--- config.mk ---
export PLATFORM = sky130hd
export DESIGN_NAME = upcst_ctrl
export DESIGN_NICKNAME = d
export VERILOG_FILES = /design/src/rtl/core/upcst_pkg.sv /design/src/rtl/core/upcst_ctrl.sv
export SDC_FILE = /design/constraint.sdc
export NUM_CORES = 1
export LEC_CHECK = 0
export ABC_CLOCK_PERIOD_IN_PS = 2000
export BUFFER_PORTS_ARGS = -buffer_cell sky130_fd_sc_hd__buf_2
export CAP_MARGIN = 20
export CORE_AREA = 2 2 39 41
export DETAILED_ROUTE_END_ITERATION = 16
export DIE_AREA = 0 0 41 43
export GPL_ROUTABILITY_DRIVEN = 0
export GPL_TIMING_DRIVEN = 0
export PLACE_DENSITY = 0.3
export SYNTH_ARGS = -nofsm -noshare
export SYNTH_HDL_FRONTEND = slang
export SYNTH_SLANG_ARGS = --single-unit
--- constraint.sdc ---
create_clock -name clk_i -period 2 [get_ports clk_i]
set_input_delay 0.4 -clock clk_i [delete_from_list [all_inputs] [get_ports clk_i]]
set_output_delay 0.4 -clock clk_i [all_outputs]
set_load 0.005 [all_outputs]
--- src/rtl/core/upcst_pkg.sv ---
// Types and constants shared by the steering table modules.
`default_nettype none

package upcst_pkg;

  localparam int unsigned IN_DATA_W  = 48;
  localparam int unsigned IN_USER_W  = 2;
  localparam int unsigned OUT_DATA_W = 16;
  localparam int unsigned CFG_IDX_W  = 1;
  localparam int unsigned CFG_DATA_W = 16;

  localparam logic [15:0] ETHERTYPE_IPV4 = 16'h0800;
  localparam logic [7:0]  PROTO_UDP      = 8'd17;

  localparam logic [15:0] PORT_BASE_RST      = 16'd0;
  localparam logic [7:0]  DEFAULT_TARGET_RST = 8'd1;

  localparam logic [CFG_IDX_W-1:0] REG_PORT_BASE      = 1'b0;
  localparam logic [CFG_IDX_W-1:0] REG_DEFAULT_TARGET = 1'b1;

  typedef enum logic [1:0] {
    OP_LOOKUP     = 2'd0,
    OP_REGISTER   = 2'd1,
    OP_UNREGISTER = 2'd2
  } op_e;

  typedef enum logic [1:0] {
    ST_CLEAR,
    ST_IDLE,
    ST_READ,
    ST_EVAL
  } state_e;

  typedef struct packed {
    logic clear;    // write one reset entry and advance the sweep
    logic capture;  // latch the incoming word
    logic read;     // resolve the slot and read the table
    logic eval;     // finish the operation and load the result register
  } dp_cmd_t;

  typedef struct packed {
    logic clr_last; // sweep is at the last entry
    logic out_free; // result register can take a new word this cycle
  } dp_status_t;

endpackage

`default_nettype wire

--- src/rtl/core/upcst_ctrl.sv ---
// Sequencing state machine of the steering table.
`default_nettype none

module upcst_ctrl
  import upcst_pkg::*;
(
  input  wire logic       clk_i,
  input  wire logic       rst_ni,
  input  wire logic       s_valid_i,
  output logic            s_ready_o,
  input  wire dp_status_t status_i,
  output dp_cmd_t         cmd_o
);

  state_e state_q, state_d;

  always_ff @(posedge clk_i or negedge rst_ni) begin
    if (!rst_ni) begin
      state_q <= ST_CLEAR;
    end else begin
      state_q <= state_d;
    end
  end

  always_comb begin
    state_d = state_q;
    case (state_q)
      ST_CLEAR: begin
        if (status_i.clr_last) state_d = ST_IDLE;
      end
      ST_IDLE: begin
        if (s_valid_i) state_d = ST_READ;
      end
      ST_READ: begin
        state_d = ST_EVAL;
      end
      ST_EVAL: begin
        if (status_i.out_free) state_d = ST_IDLE;
      end
      default: begin
        state_d = ST_CLEAR;
      end
    endcase
  end

  always_comb begin
    cmd_o     = '0;
    s_ready_o = 1'b0;
    case (state_q)
      ST_CLEAR: begin
        cmd_o.clear = 1'b1;
      end
      ST_IDLE: begin
        s_ready_o     = 1'b1;
        cmd_o.capture = s_valid_i;
      end
      ST_READ: begin
        cmd_o.read = 1'b1;
      end
      ST_EVAL: begin
        cmd_o.eval = status_i.out_free;
      end
      default: begin
        cmd_o = '0;
      end
    endcase
  end

endmodule

`default_nettype wire

==> results of run 1 <==
## worst paths after layout
path | end | from | slack (ns)
max reg2reg | state_q[1] | state_q[0] | 0.34
min in group clk_i | state_q[1] | state_q[1] | 0.55
max | state_q[1] | state_q[0] | 0.34
min reg2reg | state_q[1] | state_q[1] | 0.55
min | state_q[0] | rst_ni | 0.49
max in group asynchronous | state_q[1] | rst_ni | 1.41
## cells by family (layout without fill, tap and decap cells)
logic type               Yosys count  after routing  share of synthesized area
multiplexers                       2              2                      0.121
adder cells (fa/ha/maj)            5              5                      0.355
AO/OA/AOI/OAI                      1              1                     0.0567
flip-flops                         2              2                      0.284
buffers and inverters              5             18                      0.106
AND/OR/NAND/NOR                    2              2                     0.0781
## repair_timing
| item | CTS | global route |
|---|---|---|
| endpoints found under the hold margin | 2 | 0 |
| endpoints found under the setup margin | 0 | 0 |
| hold buffers | 1 | 0 |
## per-stage QoR
stage,power [mW],hold slack [ns]
3_3_place_gp,0.269,0.184
2_1_floorplan,0.200,0.104
6_report,0.346,0.490
4_1_cts,0.358,0.485
5_1_grt,0.394,0.508
3_5_place_dp,0.265,0.188
## critical path: cells and delay by family, from the launching register on
kind | cells | cell delay [ns]
flops | 1 | 0.39
buf+inv | 1 | 0.09
compound gates | 1 | 0.47
fa+ha+maj | 1 | 0.21
mux | 1 | 0.37
## cells in the mapped netlist (all sizes together)
library cell,n
mux2,1
dfrtp,2
ha,5
a222oi,1
mux2i,1
and2,2
inv,5
## routing by layer
metal / vias to the layer above / share of wire / track usage
met4: 0 / 0 / 0
met3: 0 / 0.20 / 0.0471
met2: 9 / 0.35 / 0.0531
li1: 81 / - / -
met1: 59 / 0.45 / 0.0482
met5: - / 0 / 0
## power by group
group	leakage [nW]	switching, mW	internal (mW)	total [mW]
clock	0.0138	0.0207	0.0661	0.0868
sequential	0.0224	0.0209	0.0627	0.0836
combinational	0.131	0.0819	0.0933	0.175
## cell type report
cell class / count / area, µm²
clock buffer: 3 / 22.5
fill: 154 / 1110
inverter: 5 / 18.8
multi-input combinational: 10 / 108
sequential: 2 / 50.0
tap: 16 / 20.0
timing repair buffer: 10 / 55.1
==> flow_metrics.py, run 1 <==
metrics = {
    "critical_path": {
        "crit_path_max_fanout": 4,
        "cp_cell_sequence": "inv_1 > ha_1 > a222oi_1 > mux2_1",
        "crit_type": "reg -> reg",
        "cpPeakStageDelay_ns": 0.47,
        "crit_path_top_delay_cell": "a222oi_1",
        "worstPathRequired_ns": 2.09,
        "crit_path_start_kind": "register",
        "reg2reg_depth": 4,
        "end_kind": "register",
        "worstPathArrival_ns": 1.76,
    },
    "min_path": {
        "hp-class": "in -> async",
    },
    "drt": {
        "ant_nets": 0,
        "totalWireLength_um": 310,
        "drtPass1Iterations": 5,
        "wire_per_inst_um": 6.74,
        "drc": 0,
        "via_count": 149,
        "drtIter0Drc": 7,
        "via_per_inst": 3.24,
    },
    "cts": {
        "htree_levels": 1,
        "numCtsBuffers": 3,
        "post-cts-setup-buffer-count": 0,
        "ctsLongestPathBuffers": 2,
        "root_buffer": "clkbuf_4",
        "cts_tree": "done",
        "clock_sinks": 2,
        "clk-insertion-delay-late_ns": 0.22,
        "clk_pin_slew_ns": 0.03,
        "cts_resized": 0,
    },
    "timing": {
        "slew_headroom": 0.701,
        "final.period_utilization": 0.831,
        "rsz0062_at_grt": "false",
        "worst_pin_slew_ns": 0.449,
        "timing.fmax_ghz": 0.602,
        "fin_ws_ns": 0.338,
        "finalSetupViolations": 0,
        "tns_ns": 0,
        "final_max_slew_viol_count": 0,
        "final.setup_skew_ns": 0.00309,
        "final-hold-violation-count": 0,
        "finalCriticalPeriod_ns": 1.66,
    },
    "yosys": {
        "synth_warnings": 0,
        "syn_area_per_cell_um2": 10.4,
        "syn_area_um2": 176,
        "syn_inst": 17,
        "ys_seq_area_frac": 0.284,
        "synth_top_area_frac": 0.355,
        "ys_types": 8,
        "synth_fp_nets": 27,
        "synthTopCellsByArea": "ha_1 35%, dfrtp_1 28%, inv_1 11%",
        "synth_area_leader_cell": "ha_1",
        "ys_seq_elements": 2,
    },
    "final_layout": {
        "final_net_count": 42,
        "design_area_um2": 274,
        "final_cell_mix": "9 x buf_2, 5 x inv_1, 5 x ha_1, 3 x clkbuf_4, 2 x dfrtp_1",
        "largest_register_ffs": 2,
        "reg_top3": "state_q: 2 flops",
        "utilization": 0.198,
        "area_growth_pct": 55.3,
        "regMostFlops": "state_q",
        "final_common_cell": "buf_2",
        "drive_gt1_frac": 0.433,
        "stdcell_count": 46,
        "antenna_cells": 0,
    },
    "place": {
        "dp_cells": 42,
        "placedInstanceArea_um2": 241,
        "pre_cts_slack_ns": 0.325,
        "io_buffer_count": 9,
    },
    "floorplanning": {
        "std_cell_rows": 14,
        "core_mm2": 0.00138,
        "dieArea_mm2": 0.00176,
        "die_x_um": 41,
        "start_util": 0.127,
        "io_pins": 10,
        "die_y_um": 43,
    },
    "global_route": {
        "antenna_found_initial": 0,
        "grt_overflow": 0,
        "grtUsageTotal": 0.0412,
        "grt_pass1_wl_um": 469,
        "grt_pass1_vias": 131,
        "grt_start_max_net_pins": 5,
    },
    "run": {
        "drv_cap": 0,
    },
    "power_and_ir_drop": {
        "max-vdd-ir-drop_mv": 0.495,
        "p_leak_nw": 0.167,
        "pwr_density_cell_mw_per_mm2": 1260,
    },
    "status": {
        "outcome": "finished clean",
    },
}
Power figures use the tool's default switching activity.
==> run 2, diff against run 1 <==
--- a/config.mk
+++ b/config.mk
@@ -5,7 +5,7 @@
 export SDC_FILE = /design/constraint.sdc
 export NUM_CORES = 1
 export LEC_CHECK = 0
-export ABC_CLOCK_PERIOD_IN_PS = 2000
+export ABC_CLOCK_PERIOD_IN_PS = 1720
 export BUFFER_PORTS_ARGS = -buffer_cell sky130_fd_sc_hd__buf_2
 export CAP_MARGIN = 20
 export CORE_AREA = 2 2 39 41
==> constraint.sdc (replaced) <==
create_clock -name clk_i -period 1.72 [get_ports clk_i]
set_input_delay 0.344 -clock clk_i [delete_from_list [all_inputs] [get_ports clk_i]]
set_output_delay 0.344 -clock clk_i [all_outputs]
set_load 0.005 [all_outputs]
==> run 2 against run 1 <==
  * Via count rose by 1.3%
  * Sequential power rose by 18%
  * First-iteration DRC count rose by 14%
  * Register-to-register slack got worse by 0.21 ns
  * Worst hold slack got worse by 0.056 ns
  * Critical path depth did not move
  * Cell area rose by 0.91%
  * Final cell count did not move
  * Clock skew did not move
  * Critical path type unchanged
==> flow_metrics.py, run 2 (synthesis results as in run 1) <==
metrics = {
    "status": {
        "outcome": "finished clean",
    },
    "floorplanning": {
        "core_mm2": 0.00138,
        "dieArea_mm2": 0.00176,
        "io_pins": 10,
        "start_util": 0.127,
        "std_cell_rows": 14,
        "die_y_um": 43,
        "die_x_um": 41,
    },
    "timing": {
        "worst_hold_slack_ns": 0.434,
        "final_max_slew_viol_count": 0,
        "slew_headroom": 0.700,
        "final-hold-violation-count": 0,
        "final.setup_skew_ns": 0.00309,
        "worst_pin_slew_ns": 0.449,
        "fin_ws_ns": 0.126,
        "tns_ns": 0,
        "finalCriticalPeriod_ns": 1.59,
        "rsz0062_at_grt": "false",
        "finalSetupViolations": 0,
        "final.period_utilization": 0.926,
        "timing.fmax_ghz": 0.628,
    },
    "final_layout": {
        "design_area_um2": 277,
        "largest_register_ffs": 2,
        "final_net_count": 42,
        "stdcell_count": 46,
        "reg_top3": "state_q: 2 flops",
        "area_growth_pct": 56.7,
        "fillers": 153,
        "final_common_cell": "buf_2",
        "final_cell_mix": "9 x buf_2, 4 x inv_1, 4 x ha_1, 3 x clkbuf_4, 2 x dfrtp_1",
        "regMostFlops": "state_q",
        "utilization": 0.200,
        "antenna_cells": 0,
        "drive_gt1_frac": 0.500,
    },
    "power_and_ir_drop": {
        "fin_total_pwr_mw": 0.406,
        "clkPwrFrac": 0.248,
        "pwr-share-seq": 0.243,
        "max-vdd-ir-drop_mv": 0.576,
        "comb_power_share": 0.508,
        "switchingPower_mw": 0.146,
        "p_int_mw": 0.261,
        "p_leak_nw": 0.164,
        "pwr_density_cell_mw_per_mm2": 1470,
        "swShare": 0.359,
    },
    "global_route": {
        "grt_overflow": 0,
        "grtUsageTotal": 0.0412,
        "grt_pass1_vias": 131,
        "grt_start_max_net_pins": 5,
        "antenna_found_initial": 0,
        "grt_pass1_wl_um": 469,
    },
    "cts": {
        "clock_sinks": 2,
        "htree_levels": 1,
        "clk-insertion-delay-late_ns": 0.22,
        "post-cts-setup-buffer-count": 0,
        "clk_pin_slew_ns": 0.03,
        "cts_tree": "done",
        "root_buffer": "clkbuf_4",
        "numCtsBuffers": 3,
        "ctsLongestPathBuffers": 2,
    },
    "drt": {
        "via_per_inst": 3.28,
        "drtIter0Drc": 8,
        "totalWireLength_um": 313,
        "drc": 0,
        "drtPass1Iterations": 5,
        "wire_per_inst_um": 6.80,
        "ant_nets": 0,
        "via_count": 151,
    },
    "critical_path": {
        "crit_path_top_delay_cell": "a222oi_1",
        "crit_path_start_kind": "register",
        "cp_cell_sequence": "inv_2 > ha_2 > a222oi_1 > mux2_1",
        "end_kind": "register",
        "crit_family": "compound AO/OA/AOI/OAI gates",
        "worstPathRequired_ns": 1.81,
        "cp.buffers_inverters": 1,
        "crit_type": "reg -> reg",
        "worstPathArrival_ns": 1.69,
        "crit_path_max_fanout": 4,
        "cpPeakStageDelay_ns": 0.45,
    },
    "min_path": {
        "hp-class": "in -> async",
    },
    "place": {
        "dp_cells": 42,
        "pre_cts_slack_ns": 0.0446,
        "io_buffer_count": 9,
        "placedInstanceArea_um2": 241,
    },
    "run": {
        "drv_cap": 0,
    },
}
==> run 2: cell count changes in the layout (fill, tap and decap cells not counted) <==
cell	delta
inv_1	-1
ha_2	+1
ha_1	-1
inv_2	+1
==> run 2: routing by layer <==
layer  wire length, µm  GRT usage  part of all wire  vias to the layer above
met5                 0          0                 0                        -
met4                 0          0                 0                        0
met3                62     0.0471              0.20                        0
met2               108     0.0531              0.35                        9
met1               142     0.0482              0.45                       60
li1                  -          -                 -                       82
==> run 2: worst register-to-register path, delay by kind of cell, from the launching register on <==
kind / cells / cell delay (ns)
muxes: 1 / 0.37
AOI/OAI and AO/OA: 1 / 0.45
adders and majority gates: 1 / 0.18
DFF: 1 / 0.40
buffers and inverters: 1 / 0.06
==> run 2: cell type report <==
| cell class | instances | area [µm²] | area share |
|---|---|---|---|
| multi-input cells | 10 | 110 | 0.398 |
| inverters | 5 | 18.8 | 0.0679 |
| well taps | 16 | 20.0 | 0.0724 |
| flip-flops and latches | 2 | 50.0 | 0.181 |
| clock buffers | 3 | 22.5 | 0.0814 |
| repair buffers | 10 | 55.1 | 0.199 |
==> run 2: what timing repair did <==
| action | CTS | global route |
|---|---|---|
| hold endpoints to repair | 2 | 0 |
| setup endpoints to repair | 0 | 1 |
| resized for setup | 0 | 2 |
| hold buffers | 1 | 0 |
==> run 2: power groups by stage <==
| stage | clock network (mW) | registers [mW] | logic, mW |
|---|---|---|---|
| floorplan | 0 | 0.0925 | 0.140 |
| CTS | 0.106 | 0.0976 | 0.212 |
| finish | 0.101 | 0.0989 | 0.206 |
| global route | 0.112 | 0.104 | 0.248 |
| detailed placement | 0 | 0.0982 | 0.210 |
| global placement | 0 | 0.0995 | 0.213 |
==> run 2: final timing paths <==
kind / slack [ns] / to / cells after the start / from
worst min-delay path: 0.43 / state_q[0] / 2 / rst_ni
worst max-delay path: 0.13 / state_q[1] / 4 / state_q[0]
min in group clk_i: 0.54 / state_q[0] / 4 / status_i[0]
worst max register to register: 0.13 / state_q[1] / 4 / state_q[0]
max in group asynchronous: 1.19 / state_q[1] / 2 / rst_ni
worst min register to register: 0.55 / state_q[1] / 1 / state_q[1]
